## src/rtl/mdaa_pkg.sv

```systemverilog
package mdaa_pkg;

    localparam int MAX_DIMS    = 8;
    localparam int STORE_DEPTH = 4096;
    localparam int ELEM_WIDTH  = 32;
    localparam int ADDR_W      = $clog2(STORE_DEPTH);
    localparam int STRIDE_W    = ADDR_W + 1;
    localparam int DIM_W       = $clog2(MAX_DIMS);
    localparam int IDX_W       = 8;
    localparam int NDIM_REG_W  = 4;
    localparam int CFG_IDX_W   = 2;
    localparam int CFG_DATA_W  = MAX_DIMS * IDX_W;

    typedef enum logic [CFG_IDX_W-1:0] {
        CFG_NUM_DIMS   = 2'd0,
        CFG_DIM_BOUNDS = 2'd1
    } t_cfg_idx;

    typedef enum logic [1:0] {
        ST_OK       = 2'd0,
        ST_BOUNDS   = 2'd1,
        ST_OVERSIZE = 2'd2
    } t_status;

    typedef enum logic [1:0] {
        CS_IDLE,
        CS_INIT,
        CS_STEP
    } t_cfg_state;

    typedef enum logic [1:0] {
        FS_IDLE,
        FS_SCAN,
        FS_PUSH
    } t_front_state;

    // array geometry as seen by the front end
    typedef struct packed {
        logic [MAX_DIMS-1:0][STRIDE_W-1:0] stride;
        logic [MAX_DIMS-1:0][IDX_W-1:0]    bound;
        logic [DIM_W-1:0]                  last_dim;
        logic                              oversize;
        logic                              busy;
    } t_geom;

    typedef struct packed {
        logic                  is_write;
        logic [ELEM_WIDTH-1:0] wdata;
        logic [ADDR_W-1:0]     addr;
        t_status               status;
    } t_job;

    // index of the innermost dimension in use; zero acts as one, large values clamp
    function automatic logic [DIM_W-1:0] last_dim_of(input logic [NDIM_REG_W-1:0] n);
        logic [DIM_W-1:0] res;
        if (n == '0) begin
            res = '0;
        end else if (n > NDIM_REG_W'(MAX_DIMS)) begin
            res = DIM_W'(MAX_DIMS - 1);
        end else begin
            res = DIM_W'(n - 1'b1);
        end
        return res;
    endfunction

endpackage

```

## src/rtl/mdaa_fifo.sv

```systemverilog
module mdaa_fifo import mdaa_pkg::*; (
    input  logic i_clk,
    input  logic i_rst_n,
    input  logic i_push,
    input  t_job i_job,
    input  logic i_pop,
    output t_job o_job,
    output logic o_empty,
    output logic o_full
);

    t_job       r_mem [2];
    logic       r_wp;
    logic       r_rp;
    logic [1:0] r_cnt;

    always_ff @(posedge i_clk) begin
        if (!i_rst_n) begin
            r_wp  <= 1'b0;
            r_rp  <= 1'b0;
            r_cnt <= '0;
        end else begin
            if (i_push) begin
                r_wp <= ~r_wp;
            end
            if (i_pop) begin
                r_rp <= ~r_rp;
            end
            case ({i_push, i_pop})
                2'b10:   r_cnt <= r_cnt + 1'b1;
                2'b01:   r_cnt <= r_cnt - 1'b1;
                default: r_cnt <= r_cnt;
            endcase
        end
    end

    always_ff @(posedge i_clk) begin
        if (i_push) begin
            r_mem[r_wp] <= i_job;
        end
    end

    assign o_job   = r_mem[r_rp];
    assign o_empty = (r_cnt == 2'd0);
    assign o_full  = (r_cnt == 2'd2);

endmodule

```

## config.mk

```make
export PLATFORM = sky130hd
export DESIGN_NAME = mdaa_fifo
export DESIGN_NICKNAME = d
export VERILOG_FILES = /design/src/rtl/mdaa_pkg.sv /design/src/rtl/mdaa_fifo.sv
export SDC_FILE = /design/constraint.sdc
export NUM_CORES = 1
export LEC_CHECK = 0
export BUFFER_PORTS_ARGS = -buffer_cell sky130_fd_sc_hd__buf_2
export CORE_MARGIN = 2
export CORE_UTILIZATION = 51
export DETAILED_ROUTE_END_ITERATION = 8
export PLACE_DENSITY = 0.86
export REMOVE_ABC_BUFFERS = 1
export SETUP_SLACK_MARGIN = 0.5
export SLEW_MARGIN = 20
export SYNTH_ARGS = -nofsm -noshare
export SYNTH_HDL_FRONTEND = slang
export SYNTH_SLANG_ARGS = --single-unit
export TNS_END_PERCENT = 5
```

## constraint.sdc

```tcl
create_clock -name i_clk -period 3.9 [get_ports i_clk]
set_input_delay 0.39 -clock i_clk [delete_from_list [all_inputs] [get_ports i_clk]]
set_output_delay 0.39 -clock i_clk [all_outputs]
set_load 0.005 [all_outputs]
```

Word level (Yosys, flattened, before mapping). Memories as Yosys holds them, arrays and structs flattened. A register that Yosys moved wholly into a read port is not among the register bits. Cells that the tools add are included.

Add/sub/neg operators: 2. Equality and inequality tests: 3. Muxes and demuxes: 5. Bitwise logic cells: 2. Reduce and logical (&&, ||, !) cells: 2.

Operators by type and width (number): equality test 2 bit, second input constant (2); two-way mux 1 bit (4); one-hot mux 2 bit (2 select lines) (1); adder 2 x 1 -> 2 bit, second input constant (1); equality test 2 x 1 -> 1 bit, second input constant (1); zero test 2 bit (1); inverter 1 bit (2); nonzero test 2 bit (1); subtractor 2 x 1 -> 2 bit, second input constant (1).

Flip-flop bits (word level): 4. RAM bits: 94. Output and inout bits: 49. Word-level logic and storage cells: 18. Memories kept: 1.

Memories: r_mem (words 2, bits a word 47, rd ports 1, clocked after Yosys merged registers in 1, write ports 1, RTL line mdaa_fifo.sv:12) `t_job r_mem [2];`.

Longest topological paths before layout. Gate-level depths: netlist of run 1.

Depth in word-level cells: 3. Gate-level depth with buffers: 5.

Worst setup path before layout of run 1. OpenSTA, ideal clock, no wires.

Path type: input-to-reg. Start: in i_push. End: mem r_mem[0][0] (netlist name) (enable). Library setup time: 454 ps. Arrival: 2452 ps. Slack: 993 ps. Cell stages on the path: 2. Path through: inv_1 > nor2_1.

Longest elaborated chain between the ends: 2.

Ends and longest elaborated chain: from (decl) (RTL line mdaa_fifo.sv:4) `input logic i_push,`; two-way mux 1 bit (RTL line mdaa_fifo.sv:38) `if (i_push) begin`; two-way mux 1 bit (not written as such) (RTL line mdaa_fifo.sv:39) `r_mem[r_wp] <= i_job;`; to (decl) (RTL line mdaa_fifo.sv:12).

No other way between the ends.

==> results of run 1 <==
==> critical path: cells and delay by family (launching register included) <==
| family | cells | cell delay [ns] |
|---|---|---|
| buffers and inverters | 1 | 0.13 |
| muxes | 1 | 0.41 |
| DFF | 1 | 0.76 |
==> kinds of logic after synthesis <==
logic type,synth area share [%]
DFF,81.2
muxes,14.7
and+or+nand+nor,1.49
buffers and inverters,1.01
AOI/OAI and AO/OA,0.556
xor gates and xnor gates,0.730
adders and majority gates,0.347
==> synthesized netlist by cell type <==
cell type / n
a21boi_1: 1
buf_4: 3
xor2_1: 1
dfxtp_1: 5
edfxtp_1: 94
xnor2_1: 2
nor2b_1: 1
inv_1: 1
mux2_2: 47
and2b_2: 1
and2_1: 4
ha_1: 1
nor2_1: 2
buf_2: 2
o21ai_0: 1
or3_1: 1
o21a_1: 1
==> registers in the layout, summed over array words and instances (netlist names), named ones only <==
register  flops
r_cnt         2
r_mem        94
r_rp          1
r_wp          1
==> stage by stage <==
step           std cells  setup slack, ns
5_1_grt              375             1.75
3_5_place_dp         359             1.85
6_report             375             1.85
4_1_cts              375             1.45
3_3_place_gp         359             1.84
2_1_floorplan        163            0.993
==> metal layers <==
| metal | track usage [%] | share of wire, % |
|---|---|---|
| met2 | 25.7 | 50 |
| met1 | 17.8 | 41 |
| met5 | 0 | 0 |
| met3 | 5.28 | 6.5 |
| met4 | 6.61 | 1.7 |
==> worst min-delay path by stage <==
stage	to	slack [ns]	start	cells past startpoint
2_1_floorplan	r_cnt[1]	0.47	r_cnt[1]	2
3_3_place_gp	r_cnt[1]	0.49	r_cnt[1]	2
3_5_place_dp	r_cnt[1]	0.51	r_cnt[1]	2
4_1_cts	r_mem[1][23]	0.20	i_job[23]	1
5_1_grt	r_mem[1][14]	0.21	i_job[14]	1
6_report	r_mem[1][12]	0.22	i_job[12]	1
==> power by group <==
group	internal (mW)	leakage, nW	switching [mW]
registers	1.22	0.924	0.0340
clock network	0.298	0.0983	0.330
logic	0.113	0.625	0.0826
total	1.64	1.65	0.446
==> area by class of cell <==
cell class,instances,area [um^2]
fill,512,2430
clock inverter,6,65.1
clock buffer,10,128
tap,96,120
multi-input combinational,63,652
timing repair buffer,100,503
sequential,99,2930
inverter,1,3.75
==> impl_summary.txt, run 1 <==
----------------------------------------------------
[Run status]
  Result of the run ... finished, final reports clean

[Synth]
  Flops & latches, synth ... 99
  Yosys Warn Count ... 0
  Share of synthesized area occupied by flip-flops and latches ... 81.2%
  Syn avg cell area ... 21.4 um^2
  Leading post-synthesis cells by cell area ... edfxtp_1 (78%), mux2_2 (15%), dfxtp_1 (2.8%)
  Count of unique library cells instantiated by Yosys ... 17
  Largest area contributor in the synthesized netlist ... edfxtp_1
  Netlist area before placement ... 0.00360 mm^2
  Mapped Cells ... 168
  Top cell type's share of synthesized area ... 78.4%

[Setup path]
  Worst path required time ... 3.51 ns
  Standard cell with the maximum stage delay on the critical path ... dfxtp_4
  Maximum fanout encountered on the critical timing path ... 47
  CP cell instances ... mux2_2, buf_2
  Origin of the critical flop-to-flop path ... r_wp
  Setup crit end ... o_job[31]
  Category of the worst setup path launch point ... register
  Worst setup EP type ... primary output
  Slack of the worst reg-to-reg path ... 2.17 ns
  Critical path start-end classification ... reg2out
  Longest individual stage delay on the worst path ... 0.76 ns
  Crit path DAT ... 1.66 ns
  Register-to-Register Path Depth ... 2
  Capturing point of the worst reg2reg path ... r_mem[0][10]

[Clocking]
  CTS H-Tree Depth ... 3
  Clock root buffer master ... clkbuf_8
  Post-CTS Setup Inserts ... 0
  Number of buffers on the longest clock path ... 2
  Resized Gates After CTS ... 0
  Latest clock arrival within the worst-skew pair ... 0.34 ns
  CTS tree ... yes
  Clock input transition at the sequential cells of the worst setup and hold paths ... 0.09 ns
  Clock sink count ... 99
  Cts-stage hold buffer count ... 0
  Total CTS buffers ... 9

[Route]
  Residual DRC ... 0
  Detail-routed via count per cell ... 4.91
  Final routed wirelength across all metal layers ... 5.81 mm
  ANT nets after route ... 0
  Average wire per standard cell ... 15.5 um
  Starting DRC count in detailed routing ... 71
  Detailed-router iteration count before antenna repair ... 4
  DR vias ... 1843

[Finish]
  Finished Core Util ... 64.4%
  Most common cell after layout, fill and taps aside ... buf_2
  Layout overhead on the synthesized area ... 22.1%
  Antenna cell count ... 0
  Design area ... 0.00440 mm^2
  Most frequent cells in the layout ... buf_2 (99), edfxtp_1 (94), mux2_2 (47), clkbuf_8 (9), dfxtp_1 (4)
  Net count of the finished layout ... 326
  Fraction of layout cells with a size suffix above 1 ... 59.1%

[Floorplanning]
  Floorplan die height ... 88.0 um
  Ports ... 100
  Starting Density ... 52.7%
  Number of rows created at floorplan ... 30
  Die width ... 88.0 um
  Area of the core ... 0.00683 mm^2
  Die outline area ... 0.00775 mm^2

[Placement]
  Buffers added on ports ... 99
  Placed inst area ... 0.00420 mm^2
  Weighted congestion reported at the end of routability-driven placement ... 0.666
  Placed wire-length estimate ... 3.74 mm

[STA]
  Aggregate negative setup slack ... 0 ns
  Final Hold Viols ... 0
  Worst hold slack ... 0.224 ns
  Highest clock frequency the design can meet ... 487 MHz
  Setup skew after layout ... 0.00703 ns
  Unrepaired setup endpoints after global routing ... false
  Time the worst path needs with I/O delays and setup ... 2.05 ns
  Max Transition Viols Final ... 0
  Headroom to the max-slew limit ... 54.8%
  Final period utilization ... 52.6%
  Final setup violation count ... 0
  Worst-margin pin slew ... 0.677 ns

[Power and ir drop]
  Final total power ... 2.08 mW
  Leakage power of the design ... 1.65 nW
  Worst IR Drop VDD ... 0.278 mV
  Power per standard cell area ... 473 mW/mm^2

[GRT]
  Largest net degree at the start of global routing ... 48
  Total global routing track utilization ... 15.2%
  First-pass GRT wire length ... 8.58 mm
  Number of global-route vias before repair ... 1850
  Antenna violations before repair ... 0
  Overall overflow remaining after global route ... 0

[Worst hold path]
  Hold WC Path Type ... in2reg

[Flow run]
  Max Cap Violations ... 0

----------------------------------------------------
No activity file was read; power rests on OpenSTA's default activity.
==> run 2, diff against run 1 <==
==> constraint.sdc (replaced) <==
create_clock -name i_clk -period 1.9 [get_ports i_clk]
set_input_delay 0.19 -clock i_clk [delete_from_list [all_inputs] [get_ports i_clk]]
set_output_delay 0.19 -clock i_clk [all_outputs]
set_load 0.005 [all_outputs]
==> run 2 against run 1 <==
Non-clock buffer count increased by 9. Hold slack got worse by 0.20 ns. Routed wire length increased by 1.7%. Clock skew about the same. Highest routed layer unchanged.
==> impl_summary.txt, run 2 (same netlist as run 1, synthesis figures left out) <==
----------------------------------------------------
[Run status]
  Result of the run ... finished, final reports clean

[Setup path]
  Maximum fanout encountered on the critical timing path ... 12
  Worst setup EP type ... primary output
  Category of the worst setup path launch point ... register
  Longest individual stage delay on the worst path ... 0.42 ns
  Standard cell with the maximum stage delay on the critical path ... dfxtp_4
  Worst path required time ... 1.71 ns
  Crit path DAT ... 1.41 ns
  Count of buffering cells on the critical path with inverters included ... 2
  Critical path start-end classification ... reg2out
  Family with the most delay on the worst path ... flip-flops
  CP cell instances ... buf_12, mux2_2, buf_2

[Floorplanning]
  Die outline area ... 0.00775 mm^2
  Ports ... 100
  Area of the core ... 0.00683 mm^2
  Number of rows created at floorplan ... 30
  Floorplan die height ... 88.0 um
  Starting Density ... 52.7%
  Die width ... 88.0 um

[STA]
  Worst-margin pin slew ... 0.402 ns
  Headroom to the max-slew limit ... 73.1%
  Highest clock frequency the design can meet ... 625 MHz
  Setup skew after layout ... 0.00740 ns
  Unrepaired setup endpoints after global routing ... true
  Final setup violation count ... 0
  Max Transition Viols Final ... 0
  Time the worst path needs with I/O delays and setup ... 1.60 ns
  Setup slack after layout ... 0.301 ns
  Final Hold Viols ... 0
  Aggregate negative setup slack ... 0 ns
  Final period utilization ... 84.2%

[Finish]
  Design area ... 0.00452 mm^2
  Fraction of layout cells with a size suffix above 1 ... 59.7%
  Registers with the highest flip-flop counts ... r_mem x94, r_cnt x2
  Most frequent cells in the layout ... buf_2 (99), edfxtp_1 (94), mux2_2 (47), clkbuf_8 (9), buf_4 (6)
  Most common cell after layout, fill and taps aside ... buf_2
  Net count of the finished layout ... 335
  Filler Cell Count ... 494
  Area occupied by registers ... 0.00293 mm^2
  Antenna cell count ... 0
  Top reg by flops ... r_mem
  Area used by multi-input combinational logic ... 651 um^2
  Flip-flop count of the largest register, all copies and words added ... 94
  Layout overhead on the synthesized area ... 25.4%

[Clocking]
  Total CTS buffers ... 9
  CTS tree ... yes
  Clock sink count ... 99
  Clock root buffer master ... clkbuf_8
  Post-CTS Setup Inserts ... 0
  CTS H-Tree Depth ... 3
  Cts-stage hold buffer count ... 0
  Clock input transition at the sequential cells of the worst setup and hold paths ... 0.08 ns
  Latest clock arrival within the worst-skew pair ... 0.34 ns
  Number of buffers on the longest clock path ... 2

[Route]
  DR vias ... 1865
  Average wire per standard cell ... 15.4 um
  Final routed wirelength across all metal layers ... 5.91 mm
  Residual DRC ... 0
  Detail-routed via count per cell ... 4.86
  Detailed-router iteration count before antenna repair ... 4
  Starting DRC count in detailed routing ... 73
  ANT nets after route ... 0

[Flow run]
  Max Cap Violations ... 0

[Placement]
  Worst setup slack before clock tree synthesis ... 0.509 ns
  Weighted congestion reported at the end of routability-driven placement ... 0.703
  Placed wire-length estimate ... 3.96 mm
  Placed inst area ... 0.00425 mm^2
  Buffers added on ports ... 99

[Power and ir drop]
  Power per standard cell area ... 946 mW/mm^2
  Worst IR Drop VDD ... 0.663 mV
  Leakage power of the design ... 1.70 nW

[GRT]
  Overall overflow remaining after global route ... 0
  First-pass GRT wire length ... 8.63 mm
  Antenna violations before repair ... 0
  Largest net degree at the start of global routing ... 25
  Number of global-route vias before repair ... 1877
  Total global routing track utilization ... 15.3%

[Worst hold path]
  Hold WC Path Type ... in2reg

----------------------------------------------------
-- run 2: changes by cell type in the layout (fill, tap and decap cells not counted), sizes merged --
| cell | delta |
|---|---|
| buf | +7 |
| clkbuf | +2 |
| clkinv | -1 |
| clkinvlp | +2 |
| inv | -1 |
-- run 2: metal layers --
layer / share of wire, % / vias up / global-route usage [%]
met3: 7.2 / 8 / 5.66
met5: 0 / - / 0
li1: - / 888 / -
met4: 1.3 / 0 / 6.20
met2: 51 / 68 / 26.0
met1: 41 / 901 / 17.7
-- run 2: worst register-to-register path, stage by stage (launching register included) --
cell and delay [ns]:
dfxtp_1 0.39, and2_2 0.40, buf_4 0.29
-- run 2: final timing paths --
path         slack, ns      start  cells past startpoint            to
max reg2reg       0.51       r_wp                      2  r_mem[1][13]
min reg2reg       0.53   r_cnt[1]                      2      r_cnt[1]
min               0.03  i_job[24]                      1  r_mem[1][24]
max               0.30   register                      3     o_job[22]
-- run 2: layout make-up --
type	count	area share, %
multi-input cells	63	14.4
inverters	1	0.0831
clock inverters	6	1.25
well taps	96	2.66
repair buffers	109	14.0
flip-flops and latches	99	64.8
clock buffers	10	2.83
-- run 2: metrics by stage --
step	instances	util, %	hold WS (ns)	total power, mW
finish	384	66.1	0.0263	4.27
global route	384	66.1	0.00286	4.43
CTS	382	65.3	0.0122	4.29
detailed placement	366	62.3	0.381	3.05
global placement	366	62.3	0.377	3.03
floorplan	163	-	0.289	2.82
-- run 2: repair_timing --
action,in CTS,in global routing
cloned,0,2
endpoints found under the setup margin,66,83
gates resized for setup,6,1
-- run 2: power by group --
group          internal [mW]  switching (mW)
Sequential              2.51          0.0380
Combinational          0.273           0.211
Clock                  0.596           0.641
