==> config.mk <==
export PLATFORM = sky130hd
export DESIGN_NAME = mdaa_cfg
export DESIGN_NICKNAME = d
export VERILOG_FILES = /design/src/rtl/mdaa_pkg.sv /design/src/rtl/mdaa_cfg.sv
export SDC_FILE = /design/constraint.sdc
export NUM_CORES = 1
export LEC_CHECK = 0
export BUFFER_PORTS_ARGS = -buffer_cell sky130_fd_sc_hd__buf_2
export CORE_MARGIN = 5
export CORE_UTILIZATION = 44
export DETAILED_ROUTE_END_ITERATION = 10
export HOLD_SLACK_MARGIN = 0.15
export PLACE_DENSITY = 0.63
export SETUP_SLACK_MARGIN = 0.15
export SYNTH_ARGS = -nofsm -noshare
export SYNTH_HDL_FRONTEND = slang
export SYNTH_SLANG_ARGS = --single-unit
export TNS_END_PERCENT = 5
==> constraint.sdc <==
create_clock -name i_clk -period 7.4 [get_ports i_clk]
set_input_delay 0.37 -clock i_clk [delete_from_list [all_inputs] [get_ports i_clk]]
set_output_delay 0.37 -clock i_clk [all_outputs]
set_load 0.005 [all_outputs]
==> src/rtl/mdaa_pkg.sv <==
package mdaa_pkg;

    localparam int MAX_DIMS    = 8;
    localparam int STORE_DEPTH = 4096;
    localparam int ELEM_WIDTH  = 32;
    localparam int ADDR_W      = $clog2(STORE_DEPTH);
    localparam int STRIDE_W    = ADDR_W + 1;
    localparam int DIM_W       = $clog2(MAX_DIMS);
    localparam int IDX_W       = 8;
    localparam int NDIM_REG_W  = 4;
    localparam int CFG_IDX_W   = 2;
    localparam int CFG_DATA_W  = MAX_DIMS * IDX_W;

    typedef enum logic [CFG_IDX_W-1:0] {
        CFG_NUM_DIMS   = 2'd0,
        CFG_DIM_BOUNDS = 2'd1
    } t_cfg_idx;

    typedef enum logic [1:0] {
        ST_OK       = 2'd0,
        ST_BOUNDS   = 2'd1,
        ST_OVERSIZE = 2'd2
    } t_status;

    typedef enum logic [1:0] {
        CS_IDLE,
        CS_INIT,
        CS_STEP
    } t_cfg_state;

    typedef enum logic [1:0] {
        FS_IDLE,
        FS_SCAN,
        FS_PUSH
    } t_front_state;

    // array geometry as seen by the front end
    typedef struct packed {
        logic [MAX_DIMS-1:0][STRIDE_W-1:0] stride;
        logic [MAX_DIMS-1:0][IDX_W-1:0]    bound;
        logic [DIM_W-1:0]                  last_dim;
        logic                              oversize;
        logic                              busy;
    } t_geom;

    typedef struct packed {
        logic                  is_write;
        logic [ELEM_WIDTH-1:0] wdata;
        logic [ADDR_W-1:0]     addr;
        t_status               status;
    } t_job;

    // index of the innermost dimension in use; zero acts as one, large values clamp
    function automatic logic [DIM_W-1:0] last_dim_of(input logic [NDIM_REG_W-1:0] n);
        logic [DIM_W-1:0] res;
        if (n == '0) begin
            res = '0;
        end else if (n > NDIM_REG_W'(MAX_DIMS)) begin
            res = DIM_W'(MAX_DIMS - 1);
        end else begin
            res = DIM_W'(n - 1'b1);
        end
        return res;
    endfunction

endpackage

==> src/rtl/mdaa_cfg.sv <==
module mdaa_cfg import mdaa_pkg::*; (
    input  logic                  i_clk,
    input  logic                  i_rst_n,
    input  logic                  i_cfg_we,
    input  logic [CFG_IDX_W-1:0]  i_cfg_index,
    input  logic [CFG_DATA_W-1:0] i_cfg_wdata,
    output t_geom                 o_geom
);

    // multiply with saturation just above the store size; exact enough for the size check
    function automatic logic [STRIDE_W-1:0] sat_mul(input logic [STRIDE_W-1:0] a,
                                                    input logic [IDX_W-1:0] b);
        logic [STRIDE_W+IDX_W-1:0] p;
        p = (STRIDE_W+IDX_W)'(a) * (STRIDE_W+IDX_W)'(b);
        return (p > (STRIDE_W+IDX_W)'(STORE_DEPTH)) ? STRIDE_W'(STORE_DEPTH + 1)
                                                    : STRIDE_W'(p);
    endfunction

    t_cfg_state                         r_state, n_state;
    logic [NDIM_REG_W-1:0]              r_num_dims, n_num_dims;
    logic [MAX_DIMS-1:0][IDX_W-1:0]     r_bounds, n_bounds;
    logic [MAX_DIMS-1:0][STRIDE_W-1:0]  r_stride, n_stride;
    logic [STRIDE_W-1:0]                r_acc, n_acc;
    logic [DIM_W-1:0]                   r_d, n_d;
    logic                               r_over, n_over;
    logic [STRIDE_W-1:0]                prod;

    always_ff @(posedge i_clk) begin
        if (!i_rst_n) begin
            r_state    <= CS_IDLE;
            r_num_dims <= NDIM_REG_W'(1);
            r_bounds   <= '0;
            r_stride   <= {{(MAX_DIMS-1)*STRIDE_W{1'b0}}, STRIDE_W'(1)};
            r_acc      <= '0;
            r_d        <= '0;
            r_over     <= 1'b0;
        end else begin
            r_state    <= n_state;
            r_num_dims <= n_num_dims;
            r_bounds   <= n_bounds;
            r_stride   <= n_stride;
            r_acc      <= n_acc;
            r_d        <= n_d;
            r_over     <= n_over;
        end
    end

    assign prod = sat_mul(r_acc, r_bounds[r_d]);

    always_comb begin
        n_state    = r_state;
        n_num_dims = r_num_dims;
        n_bounds   = r_bounds;
        n_stride   = r_stride;
        n_acc      = r_acc;
        n_d        = r_d;
        n_over     = r_over;
        case (r_state)
            CS_IDLE: begin
            end
            CS_INIT: begin
                n_stride = '0;
                n_acc    = STRIDE_W'(1);
                n_d      = last_dim_of(r_num_dims);
                n_state  = CS_STEP;
            end
            CS_STEP: begin
                // innermost first: stride[d] = product of bounds inside d
                n_stride[r_d] = r_acc;
                n_acc         = prod;
                if (r_d == '0) begin
                    n_over  = prod > STRIDE_W'(STORE_DEPTH);
                    n_state = CS_IDLE;
                end else begin
                    n_d = r_d - 1'b1;
                end
            end
            default: n_state = CS_IDLE;
        endcase
        if (i_cfg_we) begin
            if (i_cfg_index == CFG_NUM_DIMS) begin
                n_num_dims = i_cfg_wdata[NDIM_REG_W-1:0];
                n_state    = CS_INIT;
            end else if (i_cfg_index == CFG_DIM_BOUNDS) begin
                n_bounds = i_cfg_wdata;
                n_state  = CS_INIT;
            end
        end
    end

    assign o_geom.stride   = r_stride;
    assign o_geom.bound    = r_bounds;
    assign o_geom.last_dim = last_dim_of(r_num_dims);
    assign o_geom.oversize = r_over;
    assign o_geom.busy     = (r_state != CS_IDLE);

endmodule

# After elaboration in Yosys (flattened, before gate mapping)
# Index checks and enable logic that the tools add are counted.
# word_totals
ff_bits	191
wordCells	62
in_bits	69
# op_classes
n_eq_ne	4
reduce_logical	11
n_mux	17
bitwise	1
multipliers	1
add_sub_neg	2
n_lt_le_gt_ge	5
# op_table
cell	n
one-hot mux 104 bit (2 select lines)	1
bitwise mux 104 bit	1
demux 13 bit (select 3 bit)	1
2-to-1 mux 13 bit	2
one-hot mux 13 bit (2 select lines)	1
binary-select mux 8 bit (select 3 bit)	1
> comparator 21 x 13 -> 1 bit (second input constant)	1
multiplier 13 x 8 -> 21 bit	1
> comparator 13 bit (second input constant)	1
2-to-1 mux 3 bit	3
2-to-1 mux 2 bit	4
2-to-1 mux 8 bit	1
one-hot mux 2 bit (3 select lines)	1
one-hot mux 3 bit (2 select lines)	1
AND reduction 2 bit	3
subtractor 3 x 1 -> 3 bit (second input constant)	2
equality test 2 x 1 -> 1 bit (second input constant)	2
> comparator 4 bit (second input constant)	1
logical NOT 2 bit	2
logical NOT 4 bit	1
less-than comparator 3 x 4 -> 1 bit (second input constant)	1
nonzero test 2 bit	2
>= comparator 3 x 1 -> 1 bit (second input constant)	1
logical NOT 3 bit	1
5 further kinds	5

# Logic depth before layout (Yosys ltp)
# Gate-level depths: netlist (run 1).
# logic_depth
ltp_word	6
mapped_depth	27
mapped_depth_nobuf	22

# Worst setup path before layout (run 1)
# OpenSTA, ideal clock, no wires.
# synth_path
kind	reg2reg
from	register r_d[0]
to	register r_acc[8]
synth_period_minus_slack_ps	6818
slack_ps	582
t_required_ps	7314
t_arrival_ps	6733
path_stages_with_launch	26
setup_time_ps	86
path_cell_list	dfxtp_1 -> buf_1 -> buf_1 -> clkbuf_1 -> mux2i_1 -> o221ai_1 -> clkbuf_1 -> nand2_1 -> fa_1 -> fa_1 -> inv_1 -> fa_1 -> inv_1 -> fa_1 -> inv_1 -> ha_1 -> and2_1 -> buf_2 -> or3_1 -> a21oi_1 -> or3b_1 -> a32oi_1 -> o2111ai_1 -> or3_4 -> buf_6 -> o31ai_4
# synth_between
elab_chain_cells	6
# synth_lines
element	line	rtl
from (decl)	mdaa_cfg.sv:24	logic [DIM_W-1:0] r_d, n_d;
from (signal assigned)	mdaa_cfg.sv:43	r_d <= n_d;
binary-select mux 8 bit (select 3 bit) (*)	mdaa_cfg.sv:48	assign prod = sat_mul(r_acc, r_bounds[r_d]);
2-to-1 mux 8 bit (implied by the code) (*)	mdaa_cfg.sv:48	
multiplier 13 x 8 -> 21 bit (*)	mdaa_cfg.sv:14	p = (STRIDE_W+IDX_W)'(a) * (STRIDE_W+IDX_W)'(b);
> comparator 21 x 13 -> 1 bit	mdaa_cfg.sv:15	return (p > (STRIDE_W+IDX_W)'(STORE_DEPTH)) ? STRIDE_W'(STORE_DEPTH + 1)
2-to-1 mux 13 bit (*)	mdaa_cfg.sv:15	
one-hot mux 13 bit (2 select lines) (*)	mdaa_cfg.sv:58	case (r_state)
to (signal assigned)	mdaa_cfg.sv:42	r_acc <= n_acc;
to (decl)	mdaa_cfg.sv:23	logic [STRIDE_W-1:0] r_acc, n_acc;
# Every way passes the cells marked *; elsewhere a longest branch is shown, timed or not. The select of a mux whose other input is x is not followed.
# A chain may end at the register's enable or synchronous reset.

# Final worst setup path (run 1)
# layout_path
from	register r_d[0]
to	register r_acc[0]
# The elaborated chain is that of the path after synthesis.

==> metrics, run 1 <==
mean area per synthesized cell between 8 and 9 um2; power per cell area 163 nW/um2; Setup Viol. Count Final 0; Antenna Cells 0; WP data arrival approximately 7.3 ns; Netlist Area Pre-Place roughly 12000 um2; Adder-Cell Fraction of Synth Area 16.5%; die width 173 um; worst min path class in -> reg; Netlist cell types 61; Synth async-reset ratio 0%; Via Count between 10000 and 15000; CTS tree done; Slew @ Worst Pin ~1.2 ns; root buffer cell clkbuf_16; Overflow after GRT 0; Slew Limit Fails 0; syn nets 1600; fin nets between 1500 and 2000; first-pass GRT wire length ~55000 um; final non-filler cell area between 10000 and 15000 um2; via/cell ratio approximately 5.3; mux contribution to synthesized area under 10%; count leader, synth nand2_1; Leakage Power approximately 5.9 nW; TritonCTS Sinks between 150 and 200; ANT nets after route 0; maximum clock path buffer count 2; Final HPWL DP 24600 um; final core utilization a little over half; Residual DRC 0; WS Path Type reg -> reg; Setup Skew between 0.01 and 0.015 ns; P&R area growth vs syn 17.1%; DRT Pass-1 Iters 5; CP Max Fanout 20; yosys synthesis warning count 0; initial antenna violation count 1; fmax 144 MHz; max-capacitance violation count 0; Syn Inst Count roughly 1400; commonest cells in the netlist nand2_1 (295), dfxtp_1 (191), a21boi_0 (172); fin crit period ~7.0 ns; Fin. Hold Viols 0; WL per Instance roughly 18 um; Top FF cell, synth dfxtp_1; setup repair after global routing missed its margin false; register area share after synthesis between 30% and 40%; Simple-Gate Fraction of Synth Area about 23%; starting density of the core roughly 45%; Post-CTS Hold Buffers 0; final worst path period share between 90% and 100%; H-tree depth 4; Die Y 173 um; io pins between 200 and 250; largest family of logic cells by synthesized area simple AND/OR/NAND/NOR gates; vias in the first global route a little over 10000; status finished, final reports clean; Rows 59; placed inst area about 13000 um2; Yosys reg bits 191; Num CTS Buffers 17; die area between 20000 and 30000 um2; Synth area leaders dfxtp_1 (33%), fa_1 (11%), a21boi_0 (11%); post-synthesis xor/xnor area fraction 0.901%; CTS clk-pin slew, worst paths roughly 0.080 ns; crit path capture type flip-flop; relative slew slack between 20% and 30%; share of cells above drive strength 1 between 10% and 20%; Worst setup SP type flip-flop; worst skew pair latency about 0.45 ns; EDFF count, synth 0; GRT Total Usage 22.2%; RD Place Congestion around 0.86; 1st-iter DRT viols 805; IO Port Bufs 241; Hold WS approximately 0.17 ns; largest net degree at the start of global routing between 100 and 150; dominant cell type by area after synthesis dfxtp_1; share of the synthesized area in the top cell type 32.8%; Max IR drop VDD 142 uV; Total Neg Setup Slack 0 ns; compound-cell area share of the yosys netlist approximately 17%; final wirelength between 30000 and 40000 um; core area ~26000 um2; Required @ worst endpoint approximately 7.7 ns
[layout by cell type, fill, tap and decap left out, drive strengths merged, types with 5 or more instances in the layout]
cell    netlist  routed
ha           48      48
buf          15     259
nand4         5       5
mux2i        23      23
nor2         35      35
a21boi      173     173
nand2b       13      13
o21ai        29      29
fa           66      66
xor2          5       5
a31oi         6       6
clkbuf      100      18
dfxtp       191     191
nor3          5       5
o221ai        6       6
nand2       295     295
nor2b        27      27
and3         10      10
nand3       117     117
inv         102     110
o31ai         7       7
o211ai        6       6
a21oi        18      18
xnor2         7       7
and2         59      59
[path summary, 6_finish.rpt]
check                                     start          to  slack (ns)  cells after the start
worst max register to register           r_d[0]    r_acc[0]        0.44                     19
worst min register to register       o_geom[75]  o_geom[75]        0.47                      2
worst min-delay path            i_cfg_wdata[16]  o_geom[21]        0.17                      3
worst max-delay path                     r_d[0]    r_acc[0]        0.44                     19
[logic make-up after synthesis]
logic type	count (synthesis)
adder cells (fa/ha/maj)	114
AND/OR/NAND/NOR	582
buffers and inverters	218
multiplexers	26
AO/OA/AOI/OAI	274
XOR/XNOR	12
flip-flops	191
[registers in the layout, indices dropped and copies added (netlist names)]
register / cells
o_geom: 168
r_acc: 13
r_num_dims: 4
r_d: 3
r_state: 2
r_over: 1
[timing repair]
action | CTS | global route
hold endpoints to repair | 0 | 0
setup endpoints to repair | 0 | 13
buffers inserted | 0 | 2
gates resized for setup | 0 | 6
[cell type report]
cell class / count / area (um2)
clock buffer: 18 / 439
clock inverter: 14 / 205
fill: 2464 / 12400
inverter: 103 / 390
multi-input combinational: 1008 / 7040
sequential: 191 / 3830
tap: 335 / 419
timing repair buffer: 259 / 1340
[worst max-delay path, stage by stage (launching register included)]
cell,delay (ns)
dfxtp_4,0.53
buf_4,0.29
mux4_2,0.55
mux2i_2,0.32
buf_4,0.23
nor2b_1,0.07
fa_1,0.50
fa_1,0.52
fa_1,0.55
inv_1,0.06
fa_1,0.52
inv_1,0.04
ha_1,0.34
a21oi_1,0.10
o311ai_0,0.81
o21ai_0,0.17
a32oi_1,0.26
o2111ai_1,0.19
or3_4,0.53
o221a_2,0.27
[routing by layer]
layer / track usage [%] / vias to the layer above / part of all wire (%)
met5: 0 / - / 0.038
met4: 4.98 / 2 / 1.2
met3: 5.28 / 32 / 6.6
met2: 35.0 / 336 / 45
met1: 31.1 / 4810 / 47
li1: - / 4986 / -
[report_power, final]
group          switching, mW  leakage [nW]  internal [mW]
clock network          0.476         0.315          0.535
registers             0.0206          1.54           1.04
logic                 0.0920          4.01         0.0622
[through the flow]
| stage | std cells | total power, mW | worst slack (ns) |
|---|---|---|---|
| after floorplan | 1417 | 1.17 | 0.582 |
| after global placement | 1894 | 1.24 | 0.405 |
| after detailed placement | 1894 | 1.24 | 0.263 |
| after CTS | 1926 | 2.24 | 0.187 |
| after global routing | 1928 | 2.30 | 0.156 |
| final | 1928 | 2.23 | 0.444 |
(Power assumes the default switching activity.)
==> run 2, diff against run 1 <==
==> constraint.sdc (replaced) <==
create_clock -name i_clk -period 6.8 [get_ports i_clk]
set_input_delay 0.34 -clock i_clk [delete_from_list [all_inputs] [get_ports i_clk]]
set_output_delay 0.34 -clock i_clk [all_outputs]
set_load 0.02 [all_outputs]
==> metrics, run 2 (same netlist as run 1, synthesis figures left out) <==
io pins 242 (unchanged); final wirelength 35700 um (was 34100 um); ANT nets after route 0 (unchanged); CTS clk-pin slew, worst paths 0.08 ns (about the same); Filler cells 2434 (was 2464); initial antenna violation count 1 (unchanged); max-capacitance violation count 0 (unchanged); Leakage Power 6.13 nW (was 5.87 nW); core area 26100 um2 (unchanged); status finished, final reports clean (unchanged); H-tree depth 4 (unchanged); WL per Instance 18.0 um (was 17.7 um); TritonCTS Sinks 191 (unchanged); worst min path class in -> reg (unchanged); Required @ worst endpoint 7.12 ns (was 7.73 ns); largest net degree at the start of global routing 105 (was 112); die area 29900 um2 (unchanged); Rows 59 (unchanged); IO Port Bufs 241 (unchanged); root buffer cell clkbuf_16 (unchanged); fin nets 1819 (was 1763); Slew Limit Fails 0 (unchanged); Fin. Hold Viols 0 (unchanged); most crowded layer after global routing met2 (unchanged); CTS tree done (unchanged); grt met2 use 36.0% (was 35.0%); Setup Skew 0.0162 ns (was 0.0147 ns); starting density of the core 44.8% (unchanged); most frequent cells in the layout nand2_1 (295), buf_2 (240), dfxtp_1 (189), a21boi_0 (172), nand3_1 (117) (unchanged); fmax 155 MHz (was 144 MHz); Largest register FFs 168 (unchanged); power per cell area 169 nW/um2 (was 163 nW/um2); WP data arrival 6.78 ns (was 7.29 ns); DRT Pass-1 Iters 5 (unchanged); GRT Total Usage 22.8% (was 22.2%); crit path capture type flip-flop (unchanged); final worst path period share 94.9% (was 94.0%); P&R area growth vs syn 21.8% (was 17.1%); relative slew slack 24.8% (was 22.6%); final core utilization 54.5% (was 52.4%); Final HPWL DP 25400 um (was 24600 um); Overflow after GRT 0 (unchanged); CP Max Fanout 13 (was 20); fin crit period 6.45 ns (was 6.96 ns); M3 GR Usage 4.80% (was 5.28%); worst skew pair latency 0.44 ns (was 0.45 ns); Via Count 10610 (was 10166); first-pass GRT wire length 56200 um (was 55200 um); Residual DRC 0 (unchanged); via/cell ratio 5.35 (was 5.27); Num CTS Buffers 17 (unchanged); Die Y 173 um (unchanged); Total Neg Setup Slack 0 ns (unchanged); Slew @ Worst Pin 1.13 ns (was 1.16 ns); Setup Viol. Count Final 0 (unchanged); WS Path Type reg -> reg (unchanged); maximum clock path buffer count 2 (unchanged); FF/Latch Area 3830 um2 (about the same); 1st-iter DRT viols 983 (was 805); multi-input logic area 7090 um2 (was 7040 um2); commonest non-fill, non-tap cell in the layout nand2_1 (unchanged); RD Place Congestion 0.858 (was 0.859); Worst setup SP type flip-flop (unchanged); vias in the first global route 10221 (was 10103); die width 173 um (unchanged); share of cells above drive strength 1 21.0% (was 19.6%); met1 global-route usage 31.8% (was 31.1%); setup repair after global routing missed its margin false (unchanged); Max IR drop VDD 120 uV (was 142 uV); Antenna Cells 0 (unchanged)
## run 2: cell count changes in the layout (fill, tap and decap cells not counted), moves of 2 or more
cell,previous run,this run
o311ai_0,2,0
buf_12,0,2
ha_2,0,2
bufinv_16,2,0
buf_4,19,40
dlygate4sd3_1,0,31
ha_1,48,46
## run 2: metal layers
layer | wire length (um) | vias to the layer above | share of wire, %
li1 | - | 5093 | -
met2 | 16400 | 434 | 46
met1 | 16100 | 5033 | 45
met3 | 2560 | 48 | 7.2
met4 | 632 | 2 | 1.8
met5 | 13 | - | 0.036
## run 2: worst paths after layout
kind                        start     endpoint  slack [ns]  cells past startpoint
hold / removal    i_cfg_wdata[36]   o_geom[41]        0.15                      3
setup reg to reg           r_d[0]     r_acc[0]        0.35                     24
setup / recovery           r_d[0]     r_acc[0]        0.35                     24
hold reg to reg       o_geom[141]  o_geom[141]        0.48                      2
## run 2: cell type report
class	instances	area share (%)
clock inverter	14	1.20
clock buffer	18	3.09
sequential	191	27.0
multi-input combinational	1009	49.9
tap	335	2.95
inverter	103	2.77
timing repair buffer	314	13.1
## run 2: what timing repair did
action / CTS / global route
setup endpoints to repair: 2 / 13
hold buffers: 31 / 0
gates cloned: 0 / 1
buffers inserted: 0 / 14
gates resized for setup: 1 / 27
pin swaps: 0 / 3
hold endpoints to repair: 31 / 0
## run 2: through the flow
step	std cells	instance area [um2]	hold slack, ns	total power [mW]	worst slack, ns
after floorplan	1417	11700	0.457	1.29	0.163
after global placement	1906	13100	0.462	1.37	0.271
after detailed placement	1906	13100	0.469	1.37	0.134
after CTS	1969	14000	0.150	2.41	0.153
after global routing	1984	14200	0.162	2.48	0.144
final	1984	14200	0.154	2.40	0.348
## run 2: power by group
part           leakage [nW]  switching (mW)  internal [mW]
clock                 0.298           0.525          0.514
sequential             1.55          0.0182           1.13
combinational          4.28           0.127         0.0875
total                  6.13           0.670           1.73
## run 2: critical path, cell delays in order, from the launching register on
cell	delay [ns]
dfxtp_4	0.41
buf_4	0.17
buf_4	0.12
mux2i_1	0.19
nor2_1	0.06
o21ai_0	0.21
o221ai_1	0.16
buf_4	0.20
nand2_1	0.10
fa_1	0.44
fa_1	0.51
inv_1	0.06
fa_1	0.54
inv_1	0.06
fa_1	0.53
inv_1	0.04
ha_2	0.32
a21o_1	0.21
or3_1	0.36
a21oi_1	0.14
or3b_1	0.36
a32oi_1	0.21
o2111ai_2	0.23
or3_4	0.46
o221a_2	0.26
==> run 3, diff against run 2 <==
Settings changed: CELL_PAD_IN_SITES_DETAIL_PLACEMENT set to 0, CELL_PAD_IN_SITES_GLOBAL_PLACEMENT set to 2, CORE_UTILIZATION 44 to 32, PLACE_DENSITY 0.63 to 0.77.
==> metrics, run 3 (same netlist as run 1, synthesis figures left out) <==
Setup Viol. Count Final 0 (unchanged); Rows 70 (was 59); Die Y 201 um (was 173 um); crit path capture type flip-flop (unchanged); Setup Skew 0.0153 ns (was 0.0162 ns); final core utilization 40.1% (was 54.5%); starting density of the core 32.2% (was 44.8%); power per cell area 164 nW/um2 (was 169 nW/um2); WP data arrival 6.80 ns (was 6.78 ns); relative slew slack 28.1% (was 24.8%); slowest cell on the critical path fa_1 (unchanged); Max IR drop VDD 183 uV (was 120 uV); Slew Limit Fails 0 (unchanged); max-capacitance violation count 0 (unchanged); fmax 155 MHz (about the same); multi-input logic area 7080 um2 (was 7090 um2); Fin. Hold Viols 0 (unchanged); final worst path period share 94.9% (about the same); IO Port Bufs 241 (unchanged); Residual DRC 0 (unchanged); Filler cells 3803 (was 2434); core area 36300 um2 (was 26100 um2); fin crit period 6.45 ns (about the same); TritonCTS Sinks 191 (unchanged); Worst setup SP type flip-flop (unchanged); 1st-iter DRT viols 453 (was 983); Leakage Power 6.21 nW (was 6.13 nW); Slew @ Worst Pin 1.08 ns (was 1.13 ns); WL per Instance 18.4 um (was 18.0 um); Num CTS Buffers 17 (unchanged); die width 201 um (was 173 um); WS Path Type reg -> reg (unchanged); Required @ worst endpoint 7.15 ns (was 7.12 ns); die area 40400 um2 (was 29900 um2); Critical Path Max Stage Delay 0.54 ns (about the same); io pins 242 (unchanged); maximum clock path buffer count 2 (unchanged); FF/Latch Area 3830 um2 (about the same); Total Neg Setup Slack 0 ns (unchanged); critical-path cell list clkbuf_4 -> buf_6 -> and3_1 -> o21ai_0 -> o221ai_1 -> buf_4 -> and2_1 -> fa_1 -> fa_1 -> fa_1 -> inv_1 -> fa_1 -> inv_1 -> ha_1 -> and2_1 -> or3_1 -> a21oi_1 -> or3b_1 -> a32oi_1 -> o2111ai_2 -> buf_4 -> or3_4 -> o31ai_2 (was buf_4 -> buf_4 -> mux2i_1 -> nor2_1 -> o21ai_0 -> o221ai_1 -> buf_4 -> nand2_1 -> fa_1 -> fa_1 -> inv_1 -> fa_1 -> inv_1 -> fa_1 -> inv_1 -> ha_2 -> a21o_1 -> or3_1 -> a21oi_1 -> or3b_1 -> a32oi_1 -> o2111ai_2 -> or3_4 -> o221a_2); commonest non-fill, non-tap cell in the layout nand2_1 (unchanged); share of cells above drive strength 1 21.2% (was 21.0%); status finished, final reports clean (unchanged); root buffer cell clkbuf_16 (unchanged); CTS clk-pin slew, worst paths 0.08 ns (about the same); final wirelength 39500 um (was 35700 um); RD Place Congestion 0.784 (was 0.858); fin nets 1843 (was 1819); Final HPWL DP 28100 um (was 25400 um); DRT Pass-1 Iters 6 (was 5); initial antenna violation count 1 (unchanged); GRT Total Usage 18.8% (was 22.8%); vias in the first global route 10487 (was 10221); P&R area growth vs syn 24.7% (was 21.8%); H-tree depth 4 (unchanged); worst skew pair latency 0.44 ns (about the same); worst min path class in -> reg (unchanged); Largest register FFs 168 (unchanged); Overflow after GRT 0 (unchanged); Via Count 10524 (was 10610); CTS tree done (unchanged); largest net degree at the start of global routing 114 (was 105); setup repair after global routing missed its margin false (unchanged); first-pass GRT wire length 61400 um (was 56200 um); ANT nets after route 0 (unchanged); most frequent cells in the layout nand2_1 (294), buf_2 (240), dfxtp_1 (189), a21boi_0 (172), nand3_1 (117) (was nand2_1 (295), buf_2 (240), dfxtp_1 (189), a21boi_0 (172), nand3_1 (117)); CP dominant cell by count fa_1 (unchanged); via/cell ratio 4.91 (was 5.35); CP Max Fanout 13 (unchanged)
run 3: path summary, 6_finish.rpt:
check                       start    endpoint  slack (ns)  depth (start not counted)
setup / recovery           r_d[0]    r_acc[7]        0.35                         23
hold / removal    i_cfg_wdata[59]  o_geom[64]        0.16                          3
setup reg to reg           r_d[0]    r_acc[7]        0.35                         23
hold reg to reg        o_geom[88]  o_geom[88]        0.48                          2
run 3: report_power, final:
group | internal, mW | switching (mW) | total, mW
Clock | 0.495 | 0.512 | 1.01
Combinational | 0.0947 | 0.133 | 0.228
Sequential | 1.13 | 0.0167 | 1.15
Total | 1.72 | 0.662 | 2.38
run 3: layer usage:
layer	track usage [%]	wire, um	share of wire [%]
met1	25.1	17900	45
met2	31.4	18800	48
met3	4.25	2120	5.4
met4	3.86	651	1.6
met5	0	0	0
run 3: stage by stage:
step,hold WS [ns],area (um2),cells,power [mW],setup WS [ns]
after floorplan,0.457,11700,1417,1.29,0.163
after global placement,0.464,13300,2046,1.38,0.320
after detailed placement,0.470,13300,2046,1.38,0.180
after CTS,0.150,14300,2125,2.41,0.152
after global routing,0.161,14500,2142,2.47,0.115
final,0.163,14500,2142,2.38,0.349
run 3: cell type report:
cell class,instances,share of cell area [%]
flip-flops and latches,191,26.3
diodes,1,0.0172
repair buffers,338,14.4
well taps,468,4.03
inverters,103,2.71
clock inverters,13,0.834
clock buffers,19,3.05
multi-input cells,1009,48.7
run 3: critical path: cells and delay by family (launching register included):
family          cells  cell delay, ns
fa+ha+maj           5            2.43
simple gates        6            1.64
compound gates      6            1.08
buf+inv             6            0.82
flops               1            0.39
run 3: timing repair:
action / in CTS / in global routing
hold buffers: 47 / 0
endpoints found under the hold margin: 48 / 0
buffers inserted: 0 / 15
resized for setup: 0 / 29
setup endpoints to repair: 0 / 14
